File: src/hdl/md5_pkg.sv
// ----------------------------------------------------------------------------
// MD5 package
// Round constants, rotation amounts, initial chaining values and FSM states.
// ----------------------------------------------------------------------------
`timescale 1ns / 1ps

package md5_pkg;

  localparam logic [31:0] INIT_A = 32'h67452301;
  localparam logic [31:0] INIT_B = 32'hefcdab89;
  localparam logic [31:0] INIT_C = 32'h98badcfe;
  localparam logic [31:0] INIT_D = 32'h10325476;
  localparam logic [7:0]  PAD_BYTE = 8'h80;
  localparam int unsigned BLOCK_BYTES = 64;
  localparam int unsigned COUNT_W = 61;

  typedef enum logic [2:0] {
    ST_IDLE,
    ST_ROUND,
    ST_FOLD,
    ST_PAD,
    ST_OUT
  } md5_state_t;

  function automatic logic [31:0] round_k(input logic [5:0] i);
    logic [31:0] k;
    case (i)
      6'd0:  k = 32'hd76aa478; 6'd1:  k = 32'he8c7b756; 6'd2:  k = 32'h242070db;
      6'd3:  k = 32'hc1bdceee; 6'd4:  k = 32'hf57c0faf; 6'd5:  k = 32'h4787c62a;
      6'd6:  k = 32'ha8304613; 6'd7:  k = 32'hfd469501; 6'd8:  k = 32'h698098d8;
      6'd9:  k = 32'h8b44f7af; 6'd10: k = 32'hffff5bb1; 6'd11: k = 32'h895cd7be;
      6'd12: k = 32'h6b901122; 6'd13: k = 32'hfd987193; 6'd14: k = 32'ha679438e;
      6'd15: k = 32'h49b40821; 6'd16: k = 32'hf61e2562; 6'd17: k = 32'hc040b340;
      6'd18: k = 32'h265e5a51; 6'd19: k = 32'he9b6c7aa; 6'd20: k = 32'hd62f105d;
      6'd21: k = 32'h02441453; 6'd22: k = 32'hd8a1e681; 6'd23: k = 32'he7d3fbc8;
      6'd24: k = 32'h21e1cde6; 6'd25: k = 32'hc33707d6; 6'd26: k = 32'hf4d50d87;
      6'd27: k = 32'h455a14ed; 6'd28: k = 32'ha9e3e905; 6'd29: k = 32'hfcefa3f8;
      6'd30: k = 32'h676f02d9; 6'd31: k = 32'h8d2a4c8a; 6'd32: k = 32'hfffa3942;
      6'd33: k = 32'h8771f681; 6'd34: k = 32'h6d9d6122; 6'd35: k = 32'hfde5380c;
      6'd36: k = 32'ha4beea44; 6'd37: k = 32'h4bdecfa9; 6'd38: k = 32'hf6bb4b60;
      6'd39: k = 32'hbebfbc70; 6'd40: k = 32'h289b7ec6; 6'd41: k = 32'heaa127fa;
      6'd42: k = 32'hd4ef3085; 6'd43: k = 32'h04881d05; 6'd44: k = 32'hd9d4d039;
      6'd45: k = 32'he6db99e5; 6'd46: k = 32'h1fa27cf8; 6'd47: k = 32'hc4ac5665;
      6'd48: k = 32'hf4292244; 6'd49: k = 32'h432aff97; 6'd50: k = 32'hab9423a7;
      6'd51: k = 32'hfc93a039; 6'd52: k = 32'h655b59c3; 6'd53: k = 32'h8f0ccc92;
      6'd54: k = 32'hffeff47d; 6'd55: k = 32'h85845dd1; 6'd56: k = 32'h6fa87e4f;
      6'd57: k = 32'hfe2ce6e0; 6'd58: k = 32'ha3014314; 6'd59: k = 32'h4e0811a1;
      6'd60: k = 32'hf7537e82; 6'd61: k = 32'hbd3af235; 6'd62: k = 32'h2ad7d2bb;
      default: k = 32'heb86d391;
    endcase
    return k;
  endfunction

  function automatic logic [4:0] rot_s(input logic [5:0] i);
    logic [4:0] s;
    case ({i[5:4], i[1:0]})
      4'd0:  s = 5'd7;  4'd1:  s = 5'd12; 4'd2:  s = 5'd17; 4'd3:  s = 5'd22;
      4'd4:  s = 5'd5;  4'd5:  s = 5'd9;  4'd6:  s = 5'd14; 4'd7:  s = 5'd20;
      4'd8:  s = 5'd4;  4'd9:  s = 5'd11; 4'd10: s = 5'd16; 4'd11: s = 5'd23;
      4'd12: s = 5'd6;  4'd13: s = 5'd10; 4'd14: s = 5'd15;
      default: s = 5'd21;
    endcase
    return s;
  endfunction

endpackage

File: src/hdl/md5_digest_engine_unit.sv
// ----------------------------------------------------------------------------
// MD5 digest engine
// Byte-serial MD5: gathers 64-byte blocks, one shared round unit, digest out.
// ----------------------------------------------------------------------------
`timescale 1ns / 1ps

// Takes one message byte per transaction while idle; the input stalls
// otherwise. A byte completing a 64-byte block starts the rounds and then
// the fold step in the single shared round datapath. A last transaction
// pads the block (the 0x80 byte, then a pad sweep writing zero and length
// bytes one at a time, then the start of the rounds), runs one or two final
// compressions, then presents the four digest words, word 0 first. No
// clearing pass is needed after reset.
module md5_digest_engine_unit
  import md5_pkg::*;
(
  input  logic        clk,
  input  logic        rst,
  input  logic        in_valid,
  output logic        in_stall,
  input  logic        has_byte,
  input  logic [7:0]  message_byte,
  input  logic        last_byte,
  output logic        out_valid,
  input  logic        out_stall,
  output logic [31:0] digest_word,
  output logic [1:0]  word_index,
  output logic        last_word
);

  md5_state_t state, state_next;

  // block buffer as 16 little-endian words, read at one signal address
  logic [31:0] wmem [16];
  logic [31:0] a, b, c, d;
  logic [31:0] h [4];
  logic [COUNT_W-1:0] count;
  logic [5:0]  rnd;
  logic [5:0]  pad_ptr;
  logic        final_blk;   // block being compressed is the length block
  logic        two_pass;    // padding needs an extra block
  logic        last_pend;   // last flag held while the filling block compresses
  logic [1:0]  widx;

  // shared round datapath
  logic [31:0] f, sum, rot, wsel;
  logic [3:0]  g;
  logic [4:0]  s;
  logic [5:0]  rnd1, rnd3, rnd5, rnd7;

  assign rnd1 = rnd * 6'd5 + 6'd1;
  assign rnd3 = rnd * 6'd3 + 6'd5;
  assign rnd7 = rnd * 6'd7;
  assign rnd5 = rnd;

  always_comb begin
    case (rnd[5:4])
      2'd0: begin f = (b & c) | (~b & d); g = rnd5[3:0]; end
      2'd1: begin f = (d & b) | (~d & c); g = rnd1[3:0]; end
      2'd2: begin f = b ^ c ^ d;          g = rnd3[3:0]; end
      default: begin f = c ^ (b | ~d);    g = rnd7[3:0]; end
    endcase
    wsel = wmem[g];
    s    = rot_s(rnd);
    sum  = a + f + round_k(rnd) + wsel;
    rot  = (sum << s) | (sum >> (6'd32 - {1'b0, s}));
  end

  logic acc;
  assign in_stall = (state != ST_IDLE);
  assign acc = in_valid && !in_stall;

  logic [5:0]  pos;
  logic [5:0]  pad_pos;   // where the 0x80 byte lands on a last transaction
  logic [5:0]  pad_at;    // byte written by the pad sweep this cycle
  logic [63:0] bits;
  assign pos     = count[5:0];
  assign pad_pos = has_byte ? pos + 6'd1 : pos;
  assign pad_at  = pad_ptr + 6'd1;
  assign bits    = {count, 3'b000};

  always_comb begin
    state_next = state;
    case (state)
      ST_IDLE: if (acc) begin
        if (has_byte && pos == 6'd63) state_next = ST_ROUND;
        else if (last_byte) state_next = ST_PAD;
      end
      ST_ROUND: if (rnd == 6'd63) state_next = ST_FOLD;
      ST_FOLD: begin
        if (final_blk) state_next = ST_OUT;
        else if (two_pass || last_pend) state_next = ST_PAD;
        else state_next = ST_IDLE;
      end
      ST_PAD: if (pad_ptr == 6'd63) state_next = ST_ROUND;
      ST_OUT: if (!out_stall && widx == 2'd3) state_next = ST_IDLE;
      default: state_next = ST_IDLE;
    endcase
  end

  always_ff @(posedge clk) begin
    if (rst) begin
      state <= ST_IDLE;
      count <= '0;
      h[0] <= INIT_A; h[1] <= INIT_B; h[2] <= INIT_C; h[3] <= INIT_D;
      rnd <= '0; widx <= '0; final_blk <= 1'b0; two_pass <= 1'b0;
      last_pend <= 1'b0; pad_ptr <= '0;
    end else begin
      state <= state_next;
      case (state)
        ST_IDLE: if (acc) begin
          last_pend <= last_byte;
          if (has_byte) begin
            count <= count + 1'b1;
            wmem[pos[5:2]][8*pos[1:0] +: 8] <= message_byte;
          end
          if (has_byte && pos == 6'd63) begin
            rnd <= '0;
            a <= h[0]; b <= h[1]; c <= h[2]; d <= h[3];
          end else if (last_byte) begin
            // pad byte goes just after the last message byte
            wmem[pad_pos[5:2]][8*pad_pos[1:0] +: 8] <= PAD_BYTE;
            pad_ptr <= pad_pos;
            two_pass <= (pad_pos >= 6'd56);
          end
        end
        ST_ROUND: begin
          a <= d; d <= c; c <= b;
          b <= b + rot;
          rnd <= rnd + 6'd1;
        end
        ST_FOLD: begin
          h[0] <= h[0] + a; h[1] <= h[1] + b; h[2] <= h[2] + c; h[3] <= h[3] + d;
          widx <= '0;
          if (!final_blk && (two_pass || last_pend)) begin
            // next block starts with the pad byte (full block closed by the
            // last byte) or with zero fill (second block of a two-pass pad)
            wmem[0][7:0] <= two_pass ? 8'h00 : PAD_BYTE;
            pad_ptr <= 6'd0;
            two_pass <= 1'b0;
            last_pend <= 1'b0;
          end
        end
        ST_PAD: begin
          // one byte written per cycle up to 63; length bytes 56..63
          if (pad_ptr != 6'd63) begin
            pad_ptr <= pad_at;
            if (!two_pass && pad_at >= 6'd56)
              wmem[pad_at[5:2]][8*pad_at[1:0] +: 8] <= bits[8*pad_at[2:0] +: 8];
            else
              wmem[pad_at[5:2]][8*pad_at[1:0] +: 8] <= 8'h00;
          end else begin
            rnd <= '0;
            a <= h[0]; b <= h[1]; c <= h[2]; d <= h[3];
            final_blk <= !two_pass;
          end
        end
        ST_OUT: if (!out_stall) begin
          widx <= widx + 2'd1;
          if (widx == 2'd3) begin
            h[0] <= INIT_A; h[1] <= INIT_B; h[2] <= INIT_C; h[3] <= INIT_D;
            count <= '0; final_blk <= 1'b0;
          end
        end
        default: ;
      endcase
    end
  end

  assign out_valid   = (state == ST_OUT);
  assign digest_word = h[widx];
  assign word_index  = widx;
  assign last_word   = (widx == 2'd3);

  a_no_in_busy: assert property (@(posedge clk) disable iff (rst)
    (state != ST_IDLE) |-> in_stall) else $error("input taken while busy");
  a_out_order: assert property (@(posedge clk) disable iff (rst)
    (out_valid && !out_stall && widx != 2'd3) |=> (out_valid && widx == $past(widx) + 2'd1))
    else $error("digest word order broken");
  a_round_to_fold: assert property (@(posedge clk) disable iff (rst)
    (state == ST_ROUND && rnd == 6'd63) |=> (state == ST_FOLD))
    else $error("compression did not finish");

endmodule

File: config.mk
export PLATFORM = sky130hd
export DESIGN_NAME = md5_digest_engine_unit
export DESIGN_NICKNAME = d
export VERILOG_FILES = /design/src/hdl/md5_pkg.sv /design/src/hdl/md5_digest_engine_unit.sv
export SDC_FILE = /design/constraint.sdc
export NUM_CORES = 2
export LEC_CHECK = 0
export BUFFER_PORTS_ARGS = -buffer_cell sky130_fd_sc_hd__buf_2
export CORE_MARGIN = 8
export CORE_UTILIZATION = 40
export CTS_BUF_LIST = sky130_fd_sc_hd__clkbuf_4 sky130_fd_sc_hd__clkbuf_8
export DETAILED_ROUTE_END_ITERATION = 10
export GPL_TIMING_DRIVEN = 0
export PLACE_DENSITY = 0.58
export RECOVER_POWER = 50
export SYNTH_ARGS = -nofsm -noshare
export SYNTH_HDL_FRONTEND = slang
export SYNTH_SLANG_ARGS = --single-unit
File: constraint.sdc
create_clock -name clk -period 10.55 [get_ports clk]
set_input_delay 1.5825 -clock clk [delete_from_list [all_inputs] [get_ports clk]]
set_output_delay 1.5825 -clock clk [all_outputs]
set_load 0.01 [all_outputs]
# ---- Yosys cells after proc, flatten, opt, wreduce, memory -nomap -nowiden
# Memory sizes are Yosys's and may differ from the RTL's. A register that Yosys moved wholly into a read port is not among the register bits.
# Index checks and enable logic that the tools add are counted.
dict set report classes {
  n_reduce_logical 30
  magnitude_cmp 2
  n_eq_ne 25
  n_addsub 19
  multipliers 3
  n_shift 10
  bitwise_logic 54
  n_mux 144
}
# op count
set op_table {}
lappend op_table {{two-way mux 32 bit} 28}
lappend op_table {{case mux 32 bit (3 select lines)} 5}
lappend op_table {{adder 32 bit} 8}
lappend op_table {{two-way mux 61 bit} 4}
lappend op_table {{AND 32 bit} 4}
lappend op_table {{bitwise OR 32 bit} 4}
lappend op_table {{case mux 61 bit (2 select lines)} 1}
lappend op_table {{negation 5 -> 34 bit} 3}
lappend op_table {{variable shift 8 x 34 -> 32 bit, first input constant} 3}
lappend op_table {{XOR 32 bit} 3}
lappend op_table {{two-way mux 1 bit} 71}
lappend op_table {{variable part select 8 x 34 -> 32 bit} 2}
lappend op_table {{variable part select 8 x 34 -> 32 bit, first input constant} 2}
lappend op_table {{two-way mux 6 bit} 11}
lappend op_table {{inverter 32 bit} 2}
lappend op_table {{OR reduction 32 bit} 2}
lappend op_table {{variable part select 64 x 7 -> 8 bit} 1}
lappend op_table {{adder 61 x 1 -> 61 bit, second input constant} 1}
lappend op_table {{bitwise OR 1 bit} 40}
lappend op_table {{case mux 6 bit (3 select lines)} 2}
lappend op_table {{left shift 32 x 5 -> 32 bit} 1}
lappend op_table {{right shift 32 x 6 -> 32 bit} 1}
lappend op_table {{!= test 2 bit, second input constant} 11}
lappend op_table {{two-way mux 3 bit} 7}
lappend op_table {{other kinds (37)} 70}
dict set report word_totals {
  register_bits 209
  input_bits 14
  n_memories 4
  elab_cells 303
  output_inout_bits 37
  ram_bits 640
  mem_bits_ro 2128
}
# memory depth word_bits read_ports rd_clocked_by_memory_dff wr line_no
set memory_table {}
lappend memory_table {{(name not given)} 64 32 1 1 0 md5_pkg.sv:27} ;# case (i)
lappend memory_table {wmem 16 32 1 0 2 md5_digest_engine_unit.sv:34} ;# logic [31:0] wmem [16];
lappend memory_table {h 4 32 5 1 4 md5_digest_engine_unit.sv:36} ;# logic [31:0] h [4];
lappend memory_table {{(name not given)} 16 5 1 1 0 md5_pkg.sv:56} ;# case ({i[5:4], i[1:0]})

# ---- Depth between registers and ports, before layout
dict set report logic_depth {
  depth_word 11
  ltp_mapped 46
  mapped_depth_nobuf 44
}

# ---- Least setup slack after synthesis
# No wires, ideal clock.
dict set report synth_timing {
  path_type {reg2reg}
  startpoint {reg rnd[0]}
  endpoint {reg b[31], data pin}
  synth_period_minus_slack_ps 10059
  slack_ps 491
  t_required_ps 10286
  stages_incl_launch_ff 43
  arrival_ps 9795
  n_path_buf 2
  setup_ps 264
  path_cell_list {dfxtp_1 ha_1 inv_1 fa_1 xor3_1 mux2_2 o32a_1 nand2_1 buf_2 clkbuf_1 a31oi_1 fa_1 inv_1 fa_1 inv_1 ha_1 fa_1 a211oi_1 [... 7 more ...] a31oi_1 a21o_1 o21a_1 o221ai_1 ha_1 a21oi_1 o21ai_0 or4_1 a2111o_1 a21oi_1 o2111ai_1 nand2_1 o31ai_1 o41ai_1 o21ai_0 xnor2_1 xnor2_1 o21ai_1}
}
dict set report synth_between {
  elab_chain_cells 9
  elab_cells_between_ends 13
  classes_between {add/sub (4); mul (3); shift (2); mux (2); bitwise (1); memory (1)}
}
# element line_no
set synth_rtl {}
lappend synth_rtl {{start: declaration} md5_digest_engine_unit.sv:38} ;# logic [5:0] rnd;
lappend synth_rtl {{start signal: assignment} md5_digest_engine_unit.sv:130} ;# rnd <= rnd + 6'd1;
lappend synth_rtl {{multiplier 6 x 2 -> 4 bit or multiplier 6 x 3 -> 4 bit (tied branches)} {md5_digest_engine_unit.sv:52, md5_digest_engine_unit.sv:51}}
lappend synth_rtl {{adder 4 x 3 -> 4 bit or adder 4 x 1 -> 4 bit (tied branches)} {md5_digest_engine_unit.sv:52, md5_digest_engine_unit.sv:51}}
lappend synth_rtl {{case mux 4 bit (3 select lines) *} md5_digest_engine_unit.sv:57} ;# case (rnd[5:4])
lappend synth_rtl {{memory read (16 x 32 bit) *} -}
lappend synth_rtl {{adder 32 bit *} md5_digest_engine_unit.sv:65} ;# sum = a + f + round_k(rnd) + wsel;
lappend synth_rtl {{right shift 32 x 6 -> 32 bit or left shift 32 x 5 -> 32 bit (tied branches)} md5_digest_engine_unit.sv:66} ;# rot = (sum << s) | (sum >> (6'd32 - {1'b0, s}));
lappend synth_rtl {{bitwise OR 32 bit *} md5_digest_engine_unit.sv:66}
lappend synth_rtl {{adder 32 bit *} md5_digest_engine_unit.sv:129} ;# b <= b + rot;
lappend synth_rtl {{case mux 32 bit (3 select lines) *} md5_digest_engine_unit.sv:110} ;# case (state)
lappend synth_rtl {{end signal: assignment} md5_digest_engine_unit.sv:119} ;# a <= h[0]; b <= h[1]; c <= h[2]; d <= h[3];
lappend synth_rtl {{end signal: assignment} md5_digest_engine_unit.sv:129}
lappend synth_rtl {{end signal: assignment} md5_digest_engine_unit.sv:154} ;# a <= h[0]; b <= h[1]; c <= h[2]; d <= h[3];
lappend synth_rtl {{end: declaration} md5_digest_engine_unit.sv:35} ;# logic [31:0] a, b, c, d;
# Mark *: on every way between the ends. The rest lies on a longest branch, timed or not.
# A chain may end at the register's enable or synchronous reset.

# ---- Worst setup path after layout
dict set report layout_timing {
  startpoint {reg rnd[2]}
  endpoint {reg b[31], data pin}
}
# Same word-level chain as after synthesis.

==> key figures <==
Power and ir drop
  • Leak Pwr: 24.96 nW
  • Logic pwr share: 46.7%
  • Clk pwr share: ~25%
  • Pint: slightly above 0.008 W
  • NetSw: 0.005799 W
  • Pwr per Cell Area: 214.7 nW/µm²
  • Max VDD drop: 139.8 µV
  • Flop pwr share: 28.5%
  • Sw frac: 41.14%

Final layout
  • Area growth from synthesis to layout: 14.10%
  • Fillers: 13700
  • Final #Nets: 6680
  • Total area of sequential cells: ~25000 µm²
  • Area occupied by multi-input gates: 31770 µm²
  • Finished Core Util: 45.88%
  • Share of layout cells above drive strength 1: 13.57%
  • Post-Layout Inst Area: ~66000 µm²

STA
  • Tmin final: 10780 ps
  • Final Slew Violations: 145
  • Period utilisation layout: 102.2%
  • Worst Setup Slack, final: -227.2 ps
  • Hold Violations, Final: 0
  • RSZ-0062 raised after global routing: true
  • Slew HR: -48.03%
  • Final setup violating endpoints: 4
  • Clk_skew: roughly 86 ps
  • Setup_tns: -494.0 ps
  • Achievable frequency: 0.09279 GHz
  • Worst Max-Slew Pin Slew: 2212 ps

CTS
  • H-tree levels: 4
  • CTS buffer count: 160
  • Clk buf depth: 3
  • Clk sinks: just under 900
  • Clock transition at the registers of the reported paths: 60 ps
  • Clk root buf: clkbuf_8
  • Clock Latency Late Sink: 920 ps
  • TritonCTS clock tree: yes

Synth
  • EDFF count, synth: about 700
  • Area leader, netlist: edfxtp_1
  • Cell Area, Synth: 57550 µm²
  • Synthesized area per cell: 9.461 µm²
  • FF+latch count, synth: 888
  • Seq/Total Area, Yosys: 43.14%
  • Synth Flop Type: edfxtp_1
  • Asr flop ratio synth: 0%
  • Synth top area cells: edfxtp_1 37%, mux4_2 7.1%, dfxtp_1 6.4%
  • Syn. warnings: 0
  • Share of the synthesized area in the top cell type: 36.73%
  • Syn Nets: 6389
  • Post-synthesis cell count: 6083
  • Post-synth cell types: 93

Worst hold path
  • Worst hold-check path type: reg -> reg
  • Hold worst-path end: h[3][8]$_SDFFE_PP0P_
  • WHS Path Cells: 2
  • Worst min-delay path startpoint: h[3][8]$_SDFFE_PP0P_

Critical path
  • Register-to-register setup slack: -230 ps
  • CP max stage delay: around 600 ps
  • Critical path's slowest cell: fa_1
  • Critical Path Source Type: register
  • Worst-case reg-to-reg path depth: 41
  • Worst Path Required: roughly 11000 ps
  • Crit path capture type: register
  • Critical path class: reg -> reg
  • Worst r2r src: rnd[2]$_SDFFE_PP0P_
  • Worst r2r dst: b[31]$_DFFE_PP_
  • Arrival time at the worst endpoint: 11330 ps
  • CP Max Fanout: 9

Global route
  • Met3 usage: 6.624%
  • Largest net degree at the start of global routing: 28
  • Grt ovf: 0
  • First-pass GRT wire length: 335200 µm
  • Met1 global-route usage: 40.69%
  • Initial antenna violation count: 10
  • Vias in the first global route: around 48000
  • GRT Max-Usage Layer: met2
  • Met2 Use GR: 43.06%
  • GRT Resource Usage Total: 28.73%

Routing
  • Drt total wl: 234400 µm
  • First-pass iteration count of the detailed router: 8
  • Via count: 51600
  • Residual DRC: 0
  • Iteration-0 DRC Markers: 6905
  • Post-route ant nets: 0
  • Routed wire length per instance: 27.86 µm
  • Vias/cell: 6.133

Floorplanning
  • Core Footprint: 143100 µm²
  • Initial core utilization: 40.21%
  • Die Footprint: 156300 µm²
  • Num rows: 139
  • Num ports: 51
  • Die W: between 300 and 400 µm
  • Die Y: between 300 and 400 µm

Flow run
  • Max Cap Violations: 9

Place
  • Post-DP Area: approximately 61000 µm²
  • RD Place Congestion: 0.9947
  • I/O Buffers: 50
  • Dpl hpwl: 178300 µm

Status
  • Status: finished, violations left
  • Violated checks: capacitance limit, slew limit, setup timing
==> cells in the final DEF, fill, tap and decap left out, types with 33 or more instances in the layout <==
cell type,count
nand2_1,918
nor2_1,913
edfxtp_1,704
o21ai_0,411
a21oi_1,332
clkbuf_1,275
inv_1,218
ha_1,207
mux4_2,182
dfxtp_1,181
clkbuf_8,178
xnor2_1,157
xor2_1,108
a211oi_1,96
nand3_1,95
clkbuf_4,74
a31oi_1,73
a21o_1,72
buf_2,71
nor3_1,67
mux2i_1,66
fa_1,62
buf_4,59
o211ai_1,55
nand2b_1,47
a22oi_1,46
or2_2,44
o21a_1,40
and2_1,38
o22ai_1,37
nor2b_1,33
==> layout make-up <==
type	instances	area share, %
tap	1903	3.626
timing repair buffer	133	1.233
clock buffer	244	4.466
sequential	888	37.82
antenna	6	0.02287
inverter	238	1.372
clock inverter	49	0.6764
buffer	341	2.403
multi-input combinational	4612	48.38
==> flip-flops by register name, indices dropped and copies added, names as in the netlist, named ones only <==
register    cells
d              32
final_blk       1
rnd             6
pad_ptr         6
wmem          512
state           3
c              32
a              32
b              32
word_index      2
count          61
two_pass        1
h             128
last_pend       1
s               5
==> metal layers <==
metal | part of all wire (%) | wire length (µm)
met5 | 0.013 | 31
met2 | 43 | 100400
met1 | 42 | 98460
met3 | 11 | 25670
met4 | 4.2 | 9850
==> what timing repair did <==
| item | CTS | global route |
|---|---|---|
| hold buffers | 0 | 0 |
| cloned | 0 | 2 |
| setup buffers | 25 | 19 |
| resized for setup | 259 | 119 |
| setup endpoints to repair | 32 | 12 |
| pin swaps | 32 | 57 |
==> power by group through the flow <==
stage / Combinational [W] / Sequential [W] / Clock [W]
after CTS: 0.00601 / 0.00402 / 0.00352
after global placement: 0.00562 / 0.00410 / 0
final: 0.00658 / 0.00402 / 0.00349
after global routing: 0.00698 / 0.00403 / 0.00366
after floorplan: 0.00386 / 0.00403 / 0
after detailed placement: 0.00562 / 0.00409 / 0
==> synthesized netlist by cell type (72+ instances only) <==
cell type and n:
mux4_2 182, xnor2_1 159, inv_1 229, a31oi_1 104, a21oi_1 345, clkbuf_1 275
a211oi_1 122, o21ai_0 419, xor2_1 113, a21o_1 72, edfxtp_1 704, nand3_1 96
nand2_1 924, ha_1 223, dfxtp_1 184, nor2_1 914
==> kinds of logic after synthesis <==
kind of cell / share of synthesized area, %
buf+inv: 3.868
simple gates: 16.68
flops: 43.14
fa+ha+maj: 7.249
compound gates: 15.98
mux: 8.831
xor+xnor: 4.257
==> worst max-delay path by stage <==
stage | to | cells after the start | from | slack (ps)
2_1_floorplan | b[31]$_DFFE_PP_ | 42 | rnd[0]$_SDFFE_PP0P_ | 490
3_3_place_gp | b[31]$_DFFE_PP_ | 43 | rnd[0]$_SDFFE_PP0P_ | -3430
3_5_place_dp | b[31]$_DFFE_PP_ | 43 | rnd[0]$_SDFFE_PP0P_ | -3290
4_1_cts | b[31]$_DFFE_PP_ | 45 | rnd[2]$_SDFFE_PP0P_ | -240
5_1_grt | b[31]$_DFFE_PP_ | 43 | rnd[2]$_SDFFE_PP0P_ | -510
6_report | b[31]$_DFFE_PP_ | 41 | rnd[2]$_SDFFE_PP0P_ | -230
==> stage by stage <==
step / instances / worst slack (ps) / hold slack [ps] / power [W]
after floorplan: 6083 / 490.7 / 458.6 / 0.007896
after global placement: 8036 / -3428 / 479.6 / 0.009714
after detailed placement: 8070 / -3285 / 491.2 / 0.009710
after CTS: 8385 / -242.9 / 498.7 / 0.01355
after global routing: 8410 / -512.6 / 531.8 / 0.01467
final: 8414 / -227.2 / 505.1 / 0.01410
==> worst max-delay path, delay by kind of cell, from the launching register on <==
kind,cells,cell delay [ps]
mux,3,930
simple gates,5,1220
flops,1,370
fa+ha+maj,6,2470
buf+inv,7,740
xor+xnor,3,600
compound gates,17,4040
Note: power is estimated with default switching activity, not from simulation.
